**src/rtl/keypad_integer_calculator_unit_defines.svh**
```systemverilog
// Assertion macros shared by the calculator modules.
// Each macro expects signals named clk and rst_n in the enclosing module.
`ifndef KEYPAD_INTEGER_CALCULATOR_UNIT_DEFINES_SVH
`define KEYPAD_INTEGER_CALCULATOR_UNIT_DEFINES_SVH

// Consequent must hold in the same cycle as the antecedent.
`define KIC_ASSERT_SAME(lbl, ante, cons, msg) \
    lbl: assert property (@(posedge clk) disable iff (!rst_n) (ante) |-> (cons)) \
        else $error(msg);

// Consequent must hold in the cycle after the antecedent.
`define KIC_ASSERT_NEXT(lbl, ante, cons, msg) \
    lbl: assert property (@(posedge clk) disable iff (!rst_n) (ante) |=> (cons)) \
        else $error(msg);

`endif

```
**src/rtl/kic_pkg.sv**
```systemverilog
package kic_pkg;

    // Key codes of the operator and '=' keys, and the highest digit code.
    localparam logic [7:0] KEY_PLUS  = 8'h2B;
    localparam logic [7:0] KEY_MINUS = 8'h2D;
    localparam logic [7:0] KEY_TIMES = 8'h2A;
    localparam logic [7:0] KEY_DIV   = 8'h2F;
    localparam logic [7:0] KEY_EQ    = 8'h3D;
    localparam logic [7:0] KEY_MAX_DIGIT = 8'd9;

    // Pending arithmetic operation.
    typedef enum logic [1:0] {
        OP_ADD = 2'd0,
        OP_SUB = 2'd1,
        OP_MUL = 2'd2,
        OP_DIV = 2'd3
    } op_t;

    // Class of a key code.
    typedef enum logic [1:0] {
        KIND_DIGIT = 2'd0,
        KIND_OPER  = 2'd1,
        KIND_EQ    = 2'd2,
        KIND_OTHER = 2'd3
    } key_kind_t;

    // Commands from the controller to the datapath.
    typedef struct packed {
        logic digit_a;   // append a digit to the first operand
        logic digit_b;   // append a digit to the second operand
        logic set_op;    // latch the operator key
        logic start;     // prepare the iterative unit
        logic step;      // run one iteration when needed
        logic load_out;  // load the output register
        logic clear;     // clear operands and operator
    } kic_cmd_t;

    // Status from the datapath to the controller.
    typedef struct packed {
        logic done;      // the result is ready to load
        logic dbz;       // pending divide with a zero divisor
    } kic_status_t;

    // Classify a key code.
    function automatic key_kind_t key_kind(input logic [7:0] code);
        key_kind_t kind;
        kind = KIND_OTHER;
        if (code <= KEY_MAX_DIGIT)
            kind = KIND_DIGIT;
        else if (code == KEY_PLUS || code == KEY_MINUS ||
                 code == KEY_TIMES || code == KEY_DIV)
            kind = KIND_OPER;
        else if (code == KEY_EQ)
            kind = KIND_EQ;
        return kind;
    endfunction

    // Map an operator key to its operation.
    function automatic op_t key_op(input logic [7:0] code);
        op_t op;
        op = OP_ADD;
        if (code == KEY_MINUS)
            op = OP_SUB;
        else if (code == KEY_TIMES)
            op = OP_MUL;
        else if (code == KEY_DIV)
            op = OP_DIV;
        return op;
    endfunction

endpackage

```
**src/rtl/kic_ctrl.sv**
```systemverilog
`include "keypad_integer_calculator_unit_defines.svh"

module kic_ctrl
(
    input  logic                 clk,
    input  logic                 rst_n,
    input  logic                 key_valid,
    output logic                 key_stall,
    input  logic [7:0]           key_code,
    output logic                 res_valid,
    input  logic                 res_stall,
    input  kic_pkg::kic_status_t status,
    output kic_pkg::kic_cmd_t    cmd
);

    import kic_pkg::*;

    typedef enum logic [3:0] {
        ST_ENTRY_A = 4'b0001,
        ST_ENTRY_B = 4'b0010,
        ST_CALC    = 4'b0100,
        ST_LOCKED  = 4'b1000
    } state_t;

    state_t    state_reg;
    state_t    state_next;
    logic      res_valid_reg;
    logic      res_valid_next;
    logic      accept;
    logic      slot_free;
    key_kind_t kind;

    // Keys are taken in every phase but the calculation.
    assign key_stall = (state_reg == ST_CALC);
    assign accept    = key_valid && !key_stall;
    assign kind      = key_kind(key_code);
    assign slot_free = !res_valid_reg || !res_stall;
    assign res_valid = res_valid_reg;

    // Next state and datapath commands.
    always_comb
    begin
        state_next = state_reg;
        cmd        = '0;
        unique case (state_reg)
            ST_ENTRY_A:
            begin
                if (accept && kind == KIND_DIGIT)
                    cmd.digit_a = 1'b1;
                if (accept && kind == KIND_OPER)
                begin
                    cmd.set_op = 1'b1;
                    state_next = ST_ENTRY_B;
                end
            end
            ST_ENTRY_B:
            begin
                if (accept && kind == KIND_DIGIT)
                    cmd.digit_b = 1'b1;
                if (accept && kind == KIND_EQ)
                begin
                    cmd.start  = 1'b1;
                    state_next = ST_CALC;
                end
            end
            ST_CALC:
            begin
                cmd.step = 1'b1;
                if (status.done && slot_free)
                begin
                    cmd.load_out = 1'b1;
                    cmd.clear    = 1'b1;
                    state_next   = status.dbz ? ST_LOCKED : ST_ENTRY_A;
                end
            end
            ST_LOCKED:
            begin
                state_next = ST_LOCKED;
            end
            default:
            begin
                state_next = ST_LOCKED;
            end
        endcase
    end

    // The output slot fills on a load and empties when a transaction completes.
    always_comb
    begin
        res_valid_next = res_valid_reg;
        if (res_valid_reg && !res_stall)
            res_valid_next = 1'b0;
        if (cmd.load_out)
            res_valid_next = 1'b1;
    end

    always_ff @(posedge clk or negedge rst_n)
    begin
        if (!rst_n)
        begin
            state_reg     <= ST_ENTRY_A;
            res_valid_reg <= 1'b0;
        end
        else
        begin
            state_reg     <= state_next;
            res_valid_reg <= res_valid_next;
        end
    end

    // A result never overwrites one that is still waiting.
    `KIC_ASSERT_SAME(a_load_slot_free, cmd.load_out, !res_valid_reg || !res_stall, "load into a full output slot")
    // A division by zero leads into the locked phase.
    `KIC_ASSERT_NEXT(a_dbz_locks, cmd.load_out && status.dbz, state_reg == ST_LOCKED, "no lock after division by zero")
    // The locked phase is never left before reset.
    `KIC_ASSERT_NEXT(a_lock_holds, state_reg == ST_LOCKED, state_reg == ST_LOCKED, "left the locked phase")

endmodule

```
**src/rtl/kic_dp.sv**
```systemverilog
`include "keypad_integer_calculator_unit_defines.svh"

module kic_dp
#(
    parameter int W = 32
)
(
    input  logic                 clk,
    input  logic                 rst_n,
    input  logic [7:0]           key_code,
    input  kic_pkg::kic_cmd_t    cmd,
    output kic_pkg::kic_status_t status,
    output logic [31:0]          value,
    output logic                 div_by_zero
);

    import kic_pkg::*;

    localparam int CNT_W = $clog2(W + 1);

    logic [W-1:0]     a_reg;
    logic [W-1:0]     a_next;
    logic [W-1:0]     b_reg;
    logic [W-1:0]     b_next;
    logic [W-1:0]     acc_reg;
    logic [W-1:0]     acc_next;
    op_t              op_reg;
    op_t              op_next;
    logic [CNT_W-1:0] cnt_reg;
    logic [CNT_W-1:0] cnt_next;
    logic [31:0]      value_reg;
    logic [31:0]      value_next;
    logic             dbz_reg;
    logic             dbz_next;

    logic [W-1:0]     digit;
    logic [W-1:0]     a_times_ten;
    logic [W-1:0]     b_times_ten;
    logic [W:0]       rem_shift;
    logic [W:0]       rem_diff;
    logic             rem_ge;
    logic             iter_op;
    logic             iter_done;
    logic             dbz;
    logic [W-1:0]     result;
    logic [W+31:0]    result_ext;

    // Decimal digit entry: times ten as two shifted copies plus the digit.
    assign digit       = {{(W-4){1'b0}}, key_code[3:0]};
    assign a_times_ten = {a_reg[W-4:0], 3'b000} + {a_reg[W-2:0], 1'b0};
    assign b_times_ten = {b_reg[W-4:0], 3'b000} + {b_reg[W-2:0], 1'b0};

    // One restoring divide step: quotient bits shift into the first operand.
    assign rem_shift = {acc_reg, a_reg[W-1]};
    assign rem_diff  = rem_shift - {1'b0, b_reg};
    assign rem_ge    = (rem_shift >= {1'b0, b_reg});

    // Status toward the controller.
    assign iter_op   = (op_reg == OP_MUL) || (op_reg == OP_DIV);
    assign dbz       = (op_reg == OP_DIV) && (b_reg == '0);
    assign iter_done = (cnt_reg == CNT_W'(W));
    assign status.dbz  = dbz;
    assign status.done = !iter_op || dbz || iter_done;

    // Final result selection.
    always_comb
    begin
        case (op_reg)
            OP_ADD:  result = a_reg + b_reg;
            OP_SUB:  result = a_reg - b_reg;
            OP_MUL:  result = acc_reg;
            default: result = a_reg;
        endcase
    end

    assign result_ext = {32'd0, result};

    // Operand, iteration and output register updates.
    always_comb
    begin
        a_next     = a_reg;
        b_next     = b_reg;
        acc_next   = acc_reg;
        op_next    = op_reg;
        cnt_next   = cnt_reg;
        value_next = value_reg;
        dbz_next   = dbz_reg;

        if (cmd.digit_a)
            a_next = a_times_ten + digit;
        if (cmd.digit_b)
            b_next = b_times_ten + digit;
        if (cmd.set_op)
            op_next = key_op(key_code);
        if (cmd.start)
        begin
            acc_next = '0;
            cnt_next = '0;
        end

        // One multiply or divide iteration per cycle.
        if (cmd.step && iter_op && !dbz && !iter_done)
        begin
            cnt_next = cnt_reg + CNT_W'(1);
            if (op_reg == OP_MUL)
            begin
                acc_next = acc_reg + (b_reg[0] ? a_reg : '0);
                a_next   = {a_reg[W-2:0], 1'b0};
                b_next   = {1'b0, b_reg[W-1:1]};
            end
            else
            begin
                acc_next = rem_ge ? rem_diff[W-1:0] : rem_shift[W-1:0];
                a_next   = {a_reg[W-2:0], rem_ge};
            end
        end

        if (cmd.load_out)
        begin
            value_next = dbz ? 32'd0 : result_ext[31:0];
            dbz_next   = dbz;
        end

        if (cmd.clear)
        begin
            a_next  = '0;
            b_next  = '0;
            op_next = OP_ADD;
        end
    end

    always_ff @(posedge clk or negedge rst_n)
    begin
        if (!rst_n)
        begin
            a_reg   <= '0;
            b_reg   <= '0;
            op_reg  <= OP_ADD;
            cnt_reg <= '0;
        end
        else
        begin
            a_reg   <= a_next;
            b_reg   <= b_next;
            op_reg  <= op_next;
            cnt_reg <= cnt_next;
        end
    end

    // Payload registers without reset.
    always_ff @(posedge clk)
    begin
        acc_reg   <= acc_next;
        value_reg <= value_next;
        dbz_reg   <= dbz_next;
    end

    assign value       = value_reg;
    assign div_by_zero = dbz_reg;

    // The iteration count never runs past the operand width.
    `KIC_ASSERT_SAME(a_cnt_range, 1'b1, cnt_reg <= CNT_W'(W), "iteration count out of range")
    // A division-by-zero result carries a zero value.
    `KIC_ASSERT_NEXT(a_dbz_value, cmd.load_out && dbz, value_reg == 32'd0 && dbz_reg, "bad division-by-zero result")

endmodule

```
**src/rtl/keypad_integer_calculator_unit.sv**
```systemverilog
// Channel   Valid      Stall      Payload
// key       key_valid  key_stall  key_code
// result    res_valid  res_stall  value, div_by_zero
//
// Digit and operator keys may follow back to back, with no stall between them.
// The '=' key starts the calculation: add, subtract and a division by zero need
// no iterations, while multiply and divide run on the one-bit-per-cycle
// shift-add/restoring unit. A result still waiting in the output slot adds its wait.
// Keys are stalled only while a calculation runs or waits for the output slot.
// Reset clears the operands and phase; after a division by zero every key is
// taken and dropped until reset.

module keypad_integer_calculator_unit
#(
    parameter int OPERAND_BITS = 32
)
(
    input  logic               clk,
    input  logic               rst_n,
    input  logic               key_valid,
    output logic               key_stall,
    input  logic [7:0]         key_code,
    output logic               res_valid,
    input  logic               res_stall,
    output logic signed [31:0] value,
    output logic               div_by_zero
);

    import kic_pkg::*;

    kic_cmd_t    cmd;
    kic_status_t status;
    logic [31:0] value_raw;

    // Phase sequencing and handshakes.
    kic_ctrl u_ctrl
    (
        .clk       (clk),
        .rst_n     (rst_n),
        .key_valid (key_valid),
        .key_stall (key_stall),
        .key_code  (key_code),
        .res_valid (res_valid),
        .res_stall (res_stall),
        .status    (status),
        .cmd       (cmd)
    );

    // Operands, iterative unit and output register.
    kic_dp #(.W(OPERAND_BITS)) u_dp
    (
        .clk         (clk),
        .rst_n       (rst_n),
        .key_code    (key_code),
        .cmd         (cmd),
        .status      (status),
        .value       (value_raw),
        .div_by_zero (div_by_zero)
    );

    assign value = $signed(value_raw);

endmodule

```
**config.mk**
```make
export PLATFORM = sky130hd
export DESIGN_NAME = keypad_integer_calculator_unit
export DESIGN_NICKNAME = d
export VERILOG_FILES = /design/src/rtl/kic_pkg.sv /design/src/rtl/kic_ctrl.sv /design/src/rtl/kic_dp.sv /design/src/rtl/keypad_integer_calculator_unit.sv
export VERILOG_INCLUDE_DIRS = /design/src /design/src/rtl
export SDC_FILE = /design/constraint.sdc
export NUM_CORES = 1
export LEC_CHECK = 0
export BUFFER_PORTS_ARGS = -buffer_cell sky130_fd_sc_hd__buf_2
export CAP_MARGIN = 20
export CORE_ASPECT_RATIO = 0.75
export CORE_UTILIZATION = 45
export CTS_CLUSTER_DIAMETER = 60
export DETAILED_ROUTE_END_ITERATION = 10
export HOLD_SLACK_MARGIN = 0.15
export SYNTH_ARGS = -nofsm -noshare
export SYNTH_HDL_FRONTEND = slang
export SYNTH_SLANG_ARGS = --single-unit
```
**constraint.sdc**
```tcl
create_clock -name clk -period 5.8 [get_ports clk]
set_clock_uncertainty 0.05 [all_clocks]
set_input_delay 0.87 -clock clk [delete_from_list [all_inputs] [get_ports clk]]
set_output_delay 0.87 -clock clk [all_outputs]
set_load 0.05 [all_outputs]
```
==> key figures <==
Global routing
  • Initial antenna violation count: 0
  • First-pass GRT wire length: 81.81 mm
  • Vias in the first global route: 14390
  • Largest net degree at the start of global routing: 62
  • GRT overflow: 0
  • Overall Global Routing Usage: 0.2796

Drt
  • Vias: 15590
  • Detailed Routing Iterations Pass 1: 6
  • Metal2 WL: 22.15 mm
  • DR top layer: met4
  • Metal3 WL: 3.011 mm
  • WL/cell: 21.00 µm
  • Starting DRT DRC Count: 1416
  • Drt drc: 0
  • Vias per inst: 6.219
  • Post-route ant nets: 0
  • Wl on met1: 26.34 mm
  • Routed WL: 52.65 mm

CTS
  • Maximum root-to-sink buffer count: 2
  • CTS HTree Levels: 4
  • CTS Sinks: 142
  • CTS tree: done
  • # Post-CTS Setup Buffers: 0
  • Post-cts sizing count: 0
  • Post-CTS Hold Buffers: 0
  • Clock buffer count from CTS: 17
  • Root buffer cell: clkbuf_16
  • Clk pin slew, worst setup/hold paths: 0.07 ns
  • Clock latency on the worst-skew pair: 0.47 ns

Die
  • Die W: 223.8 µm
  • Die Area: 37670 µm²
  • Initial Util: 0.4598
  • Die height: 168.3 µm
  • Core area: 36110 µm²
  • Boundary Pins: 47
  • Site row count: 60

Synth
  • Async set-reset flop share out of synthesis: 0.5423
  • EDFF count, synth: 65
  • Xor/xnor share of the synthesized area: 0.07702
  • Synthesis Warnings: 0
  • Unique masters post-synth: 92
  • Avg Inst Size Synth: 8.347 µm²
  • Sequential-to-total area share from yosys stat: 0.2337
  • Post-synthesis mux area share: 0.03391
  • Synth Area in Simple Gates: 0.1641
  • Mapped Cells: 1989
  • Synthesis-stage register bit count: 142
  • Synth Area in Compound Gates: 0.2789
  • Main synth FF type: dfrtp_1
  • Main combinational cell family by area after synthesis: compound AO/OA/AOI/OAI gates
  • Post-synthesis cell area: 16600 µm²
  • Post-synthesis adder-cell area fraction: 0.1705
  • Synthesized Nets: 2223

STA
  • Relative slew margins: 0.4345
  • RSZ-0062 raised after global routing: no
  • Fin Setup TNS: 0 ns
  • Post-layout min period: 5.216 ns
  • Final count of pins violating max slew: 0
  • Hold Vio Cnt, Final: 0
  • Final setup viols: 0
  • Fin crit share: 0.8993
  • F_max: 0.1917 GHz
  • Worst slew pin tran: 0.8405 ns

Cells and area
  • Finished Layout Cells: 2507
  • Final core utilization: 0.4945
  • Ant diodes: 0
  • Nets: 2232
  • Fillers: 3531
  • Layout area overhead: 7.559%
  • Share of cells above drive strength 1: 0.06813

Worst setup path
  • CP Capture Type: register
  • CP Cell Sequence: or4_4, nor3_1, nand3_1, nor4_2, a31oi_1, xnor2_1, ha_1, nand4_1, nor2_1, nand4_1, o221ai_1, o221ai_1, a221oi_1, a221oi_1, xnor2_1, o22ai_1
  • Cell family with most CP delay: simple AND/OR/NAND/NOR gates
  • Worst Path Buf+Inv: 0
  • Critical path's slowest cell: or4_4
  • CP Max Fanout: 7
  • Crit. Startpoint: u_dp.b_reg[4]
  • R2R setup slack: 0.58 ns
  • Reg2Reg Launch Point: u_dp.b_reg[4]
  • CP Launch Type: register
  • Critical path type: reg2reg
  • Required @ worst endpoint: 5.94 ns
  • Worst EP arrival: 5.35 ns
  • Max stage delay on crit path: 0.61 ns

Placed design
  • Port bufs: 46
  • Cell total after placement: 2475
  • Placer Congestion: 0.9191
  • Hpwl dp: 40.00 mm

Min path
  • Worst hold path type: in2async

Pwr
  • Pleak: 7.917 nW
  • Power Density: 129.1 nW/µm²
  • Tot Pwr: 2.306 mW
  • Max VDD drop: 0.1417 mV

Run status
  • Status: finished, final reports clean

Run
  • Max-cap violations: 0
-- routing by layer --
layer | up-vias | track usage
li1 | 7496 | -
met1 | 7578 | 0.4123
met3 | 55 | 0.03700
met4 | 0 | 0.08457
met5 | - | 0
met2 | 463 | 0.4204
-- power by group --
part | switching [mW] | internal [mW] | total [mW]
Clock | 0.514 | 0.620 | 1.13
Combinational | 0.0749 | 0.0474 | 0.122
Sequential | 0.00184 | 1.05 | 1.05
Total | 0.590 | 1.72 | 2.31
-- worst paths after layout --
path	cells past startpoint	to
min	1	u_dp.a_reg[29]
min reg2reg	1	u_dp.cnt_reg[5]
max in group asynchronous	2	u_dp.op_reg[0]
max	16	u_dp.value[31]
min in group clk	1	u_dp.cnt_reg[5]
max reg2reg	16	u_dp.value[31]
-- per-stage QoR --
step / worst slack (ns) / instance area [µm²] / hold slack, ns
after floorplan: 1.617 / 16600 / 0.3893
after global placement: 0.8084 / 17290 / 0.4119
after detailed placement: 0.7037 / 17290 / 0.4319
after CTS: 0.6828 / 17860 / 0.2968
after global routing: 0.2433 / 17860 / 0.3180
final: 0.5838 / 17860 / 0.2960
-- cell families after synthesis --
| kind of cell | after synthesis |
|---|---|
| AOI/OAI and AO/OA | 708 |
| and+or+nand+nor | 550 |
| adders and majority gates | 222 |
| buffers and inverters | 165 |
| xor gates and xnor gates | 146 |
| DFF | 142 |
| muxes | 56 |
-- layout make-up --
| cell class | instances | area, µm² | share of cell area |
|---|---|---|---|
| clock buffer | 23 | 510.5 | 0.02859 |
| clock inverter | 9 | 53.80 | 0.003013 |
| inverter | 86 | 322.8 | 0.01808 |
| multi-input combinational | 1682 | 12050 | 0.6748 |
| sequential | 142 | 3881 | 0.2173 |
| tap | 496 | 620.6 | 0.03475 |
| timing repair buffer | 69 | 417.9 | 0.02340 |
-- synth_stat cells, drive strengths merged (7+ instances only) --
cell    number  area (µm²)
o21bai      14       105.1
a221oi       9       78.83
and3        15       93.84
and2        41       256.5
nor4         7       65.06
dfrtp       76        1902
edfxtp      65        1952
o31a         7       61.31
nand4       18       112.6
nand2b      21       131.4
a21o        79       593.1
a21boi      10       75.07
o22ai       34       212.7
o211ai      19       142.6
o21ai      145       725.7
a211oi      34       260.3
buf         28       180.2
mux2i       54       540.5
nand3       53       265.3
nor3        34       170.2
clkbuf      51       192.7
xor2        47       411.6
a211o       10       87.58
o31ai       18       135.1
and4        12       105.1
nand2      148       558.0
a31oi       44       296.5
fa           7       140.1
nor2b       18       112.6
nor2       147       575.6
o21a        28       210.2
a21oi      175       875.8
ha         215        2690
xnor2       99       867.1
inv         86       322.8
a22oi        8       60.06
or3         14       92.59
-- worst reg2reg max path, delay by kind of cell, from the launching register on --
kind / cells / cell delay (ns)
AOI/OAI and AO/OA: 6 / 1.41
xor gates and xnor gates: 2 / 0.35
adders and majority gates: 1 / 0.43
DFF: 1 / 0.47
and+or+nand+nor: 7 / 2.25
-- placed cells by master (no fill, tap or decap), drive strengths merged, types with 7 or more instances in the layout --
cell and instances:
nor2 147, edfxtp 65, and4 12, nor4 7, mux2i 54, o211ai 19, a221oi 9, a211oi 34
o21bai 14, nand2 148, nand3 53, o31ai 18, a211o 10, ha 215, or3 14, o31a 7
dfrtp 76, o21a 28, fa 7, nor3 34, a21o 79, a22oi 8, nor2b 18, inv 90
clkbuf 23, xor2 47, nand4 18, a21oi 175, o21ai 145, o22ai 34, nand2b 21, and3 15
xnor2 99, a31oi 44, and2 41, a21boi 10, buf 69
(Power assumes the default switching activity.)
